==> config.mk <==
export PLATFORM = sky130hd
export DESIGN_NAME = lckv_line_buf
export DESIGN_NICKNAME = d
export VERILOG_FILES = /design/src/hw/rtl/lckv_pkg.sv /design/src/hw/rtl/lckv_line_buf.sv
export SDC_FILE = /design/constraint.sdc
export NUM_CORES = 1
export LEC_CHECK = 0
export BUFFER_PORTS_ARGS = -buffer_cell sky130_fd_sc_hd__buf_2
export CAP_MARGIN = 20
export CORE_UTILIZATION = 40
export DETAILED_ROUTE_END_ITERATION = 6
export GPL_TIMING_DRIVEN = 0
export SLEW_MARGIN = 20
export SYNTH_ARGS = -nofsm -noshare
export SYNTH_HDL_FRONTEND = slang
export SYNTH_SLANG_ARGS = --single-unit
==> constraint.sdc <==
create_clock -name clk_i -period 5.14 [get_ports clk_i]
set_input_delay 0.514 -clock clk_i [delete_from_list [all_inputs] [get_ports clk_i]]
set_output_delay 0.514 -clock clk_i [all_outputs]
set_load 0.005 [all_outputs]
==> src/hw/rtl/lckv_pkg.sv <==
// ----------------------------------------------------------------------------
// lckv_pkg
// Shared constants and types of the line command key/value store.
// ----------------------------------------------------------------------------
package lckv_pkg;

  localparam int unsigned ENTRIES   = 64;
  localparam int unsigned ENT_W     = 6;            // entry index bits
  localparam int unsigned CNT_W     = 7;            // entry count, holds ENTRIES
  localparam int unsigned KEY_CHARS = 31;
  localparam int unsigned VAL_CHARS = 31;
  localparam int unsigned CHR_W     = 5;            // character index and length bits
  localparam int unsigned TBL_AW    = ENT_W + CHR_W;

  localparam logic [7:0] CH_SPACE   = 8'h20;
  localparam logic [7:0] CH_NEWLINE = 8'h0A;
  localparam logic [7:0] PUT_WORD [3] = '{8'h70, 8'h75, 8'h74};

  typedef enum logic [1:0] {
    STATUS_STORED  = 2'd0,
    STATUS_FULL    = 2'd1,
    STATUS_FOUND   = 2'd2,
    STATUS_MISSING = 2'd3
  } status_e;

  typedef enum logic [1:0] {
    PH_CMD   = 2'd0,
    PH_KEY   = 2'd1,
    PH_VALUE = 2'd2
  } phase_e;

  typedef enum logic [3:0] {
    ST_IDLE,
    ST_COPY,
    ST_PUT_FIN,
    ST_RESP,
    ST_LEN_RD,
    ST_LEN_CHK,
    ST_CMP_RD,
    ST_CMP_CHK,
    ST_VAL_RD,
    ST_VAL_OUT
  } state_e;

  typedef struct packed {
    logic             key_en;
    logic             val_en;
    logic [CHR_W-1:0] idx;
    logic [7:0]       data;
  } line_wr_t;

  typedef struct packed {
    logic              en;
    logic [TBL_AW-1:0] addr;
    logic [7:0]        key;
    logic [7:0]        val;
  } tbl_wr_t;

  typedef struct packed {
    logic             en;
    logic [ENT_W-1:0] entry;
    logic [CHR_W-1:0] key_len;
    logic [CHR_W-1:0] val_len;
  } len_wr_t;

endpackage

==> src/hw/rtl/lckv_line_buf.sv <==
// ----------------------------------------------------------------------------
// lckv_line_buf
// Key and value buffers of the line being received, with registered reads.
// ----------------------------------------------------------------------------
module lckv_line_buf
  import lckv_pkg::*;
(
  input  logic             clk_i,
  input  line_wr_t         wr_i,
  input  logic [CHR_W-1:0] rd_idx_i,
  output logic [7:0]       key_rd_o,
  output logic [7:0]       val_rd_o
);

  logic [7:0] key_mem [2**CHR_W];
  logic [7:0] val_mem [2**CHR_W];
  logic [7:0] key_rd_q;
  logic [7:0] val_rd_q;

  always_ff @(posedge clk_i) begin
    if (wr_i.key_en) begin
      key_mem[wr_i.idx] <= wr_i.data;
    end
    if (wr_i.val_en) begin
      val_mem[wr_i.idx] <= wr_i.data;
    end
    key_rd_q <= key_mem[rd_idx_i];
    val_rd_q <= val_mem[rd_idx_i];
  end

  assign key_rd_o = key_rd_q;
  assign val_rd_o = val_rd_q;

endmodule

==> impl_results.md <==
* Fin. Hold Viols at 0
* Average size of a mapped cell at 17.4 µm²
* Fraction of registers with async set/reset at 0%
* Sequential share of the synthesized area at 75.8%
* Cell Chain, Critical Path: clkbuf_1 -> or3b_2 -> clkbuf_1 -> nor2_1
* Worst-path clk slew at 60 ps
* Pin count of the biggest net entering global routing at 65
* Critical path buffers and inverters at 2
* Num CTS Buffers at 54
* Final ANT Viol Nets at 0
* Final non-filler cell area at 0.0235 mm²
* Cell count after synthesis at 1188
* Synth top area share at 74.2%
* Endpoints failing setup at 0
* CP Data Required Time at 5360 ps
* Crit start category: input pin
* Routed wire length at 50.8 mm
* Top cells by area, synth: edfxtp_1, mux2i_1, a22oi_1
* Root Buffer: clkbuf_16
* CTS Sinks at 528
* Final Cycle Share at 43.2%
* Critical path's top delay family: simple AND/OR/NAND/NOR gates
* Cell area after synthesis at 0.0207 mm²
* Die area at 0.0527 mm²
* Area delta synth->final at 13.4%
* Status: finished, final reports clean
* DRT Pass-1 Iters at 5
* CTS tree: built
* Vias/cell at 5.41
* Top Ports at 37
* Ys Warns at 0
* Worst reg2reg path depth at 5
* Setup CP Type: in2reg
* DRC errors left at 0
* DP HPWL at 31.4 mm
* Clock Skew at 21.5 ps
* Port Buffers at 29
* Postcts setup bufs at 0
* Pleak at 8.13 nW
* Fin Hold WS at 379 ps
* Crit path DAT at 2440 ps
* Count leader, synth: edfxtp_1
* Syn_nets at 1209
* Fillcell total at 4358
* Per-cell routed wire length at 25.4 µm
* Initial antenna violation count at 1
* Chip height at 230 µm
* Worst relative slew slack at 34.3%
* Yosys top cell by area: edfxtp_1
* Crit path max fanout at 8
* Max-cap violations at 0
* Initial Utilization at 40.4%
* Layout cells sized above 1 at 12.3%
* Crit path depth at 4
* Via count at 10.8k
* Vias in the first global route at 10.7k
* Setup TNS at 0 ps
* GP Congestion at 0.906
* Unrepaired setup endpoints after global routing: false
* Core Rows at 83
* H-tree levels at 2
* CP peak stage delay at 660 ps
* Final nets at 1294
* Worst vdd ir at 0.240 mV
* Grt ovf at 0
* Multi-input gate area at 0.00445 mm²
* Tot GR Track Use at 19.3%
* Min-delay worst type: in2reg
* 1st-iter DRT viols at 1096
* Register area at 0.0157 mm²
* CTS resizes at 0
* Worst Setup End Kind: register
* Synth Flop Type: edfxtp_1
* Hold Buf Count CTS at 0
* Power Dens Cells at 394 mW/mm²
* Number of flops mapped to enable cells by yosys at 512
* Worst-Margin Slew at 986 ps
* Core box area at 0.0512 mm²
* Clk buf depth at 3
* Slowest-stage cell, CP: nor2_1
* Synth unique cells at 27
* Placed cell area at 0.0217 mm²
* Fin. max-slew vios at 0
* Max Fclk at 450 MHz
* Die width at 230 µm
* Hold Crit Depth at 3
* Critical path's most frequent cell: clkbuf_1
* Synth cell count leaders: edfxtp_1, mux2i_1, nor2_1
* Clk_lat worst skew at 600 ps
* First-pass GRT wire length at 73.5 mm
* #FFs+latches synth at 528
* Tmin final at 2220 ps
## through the flow
step,utilization [%],cells,power [W],worst slack [ps]
6_report,45.9,1998,0.00924,2920
2_1_floorplan,-,1188,0.00517,3050
4_1_cts,45.9,1997,0.00929,2970
3_3_place_gp,42.4,1897,0.00541,2360
5_1_grt,45.9,1997,0.00949,2860
3_5_place_dp,42.4,1897,0.00542,2340
## worst paths after layout
kind	to	slack, ps	from
worst max register to register	key_rd_o[3]	3390	key_mem[1][3]
worst max-delay path	key_mem[8][4]	2920	wr_i[11]
worst min register to register	val_rd_o[4]	640	val_mem[11][4]
worst min-delay path	val_rd_o[7]	380	rd_idx_i[4]
## kinds of logic after synthesis
group | Yosys count | share of synthesized area [%]
AOI/OAI and AO/OA | 144 | 4.93
buffers and inverters | 75 | 2.73
DFF | 528 | 75.8
muxes | 256 | 12.4
and+or+nand+nor | 185 | 4.18
## flip-flops by register name (all words and copies together), names as in the netlist
| name | flops |
|---|---|
| key_mem | 256 |
| val_rd_o | 8 |
| key_rd_o | 8 |
| val_mem | 256 |
## layout make-up
class                           count  area share [%]
Clock inverter                     32            1.41
Clock buffer                       68            6.07
Buffer                             75            2.40
Sequential cell                   528            66.8
Tap cell                          680            3.62
Antenna cell                        1          0.0107
Timing Repair Buffer               29           0.703
Multi-Input combinational cell    585            18.9
## layout by cell type (no fill, tap or decap), types with 3 or more instances in the layout
cell       count
a22oi_1       64
nand4_1       16
clkbuf_1      32
buf_12         5
nor2b_1        3
a31oi_1       16
a22o_1        32
buf_8          6
nand2_1       35
clkinv_2       7
buf_2         41
nand3_1       35
nand3b_1       5
or3b_2         4
mux2i_1      256
edfxtp_1     512
bufinv_16      7
a21oi_1       32
buf_6          5
buf_4         27
clkbuf_16     55
dfxtp_1       16
clkinv_1      14
nor3_1        16
nor2_1        65
## worst register-to-register path, delay by kind of cell (launching register included)
family	cells	cell delay [ps]
AO/OA/AOI/OAI	2	720
AND/OR/NAND/NOR	2	310
multiplexers	1	180
flip-flops	1	380
## where the power goes
group	switching (W)	leakage, nW	internal, W	total (W)
registers	0.0000140	4.75	0.00479	0.00480
clock network	0.00161	0.851	0.00231	0.00392
logic	0.000359	2.53	0.000166	0.000525
total	0.00198	8.13	0.00726	0.00924
## layer usage
metal	vias up	part of all wire, %	GRT usage (%)
met2	433	47	30.1
met5	-	0	0
met4	0	2.4	6.42
li1	4871	-	-
met1	5430	44	27.5
met3	71	6.9	3.13
Power figures use the tool's default switching activity.
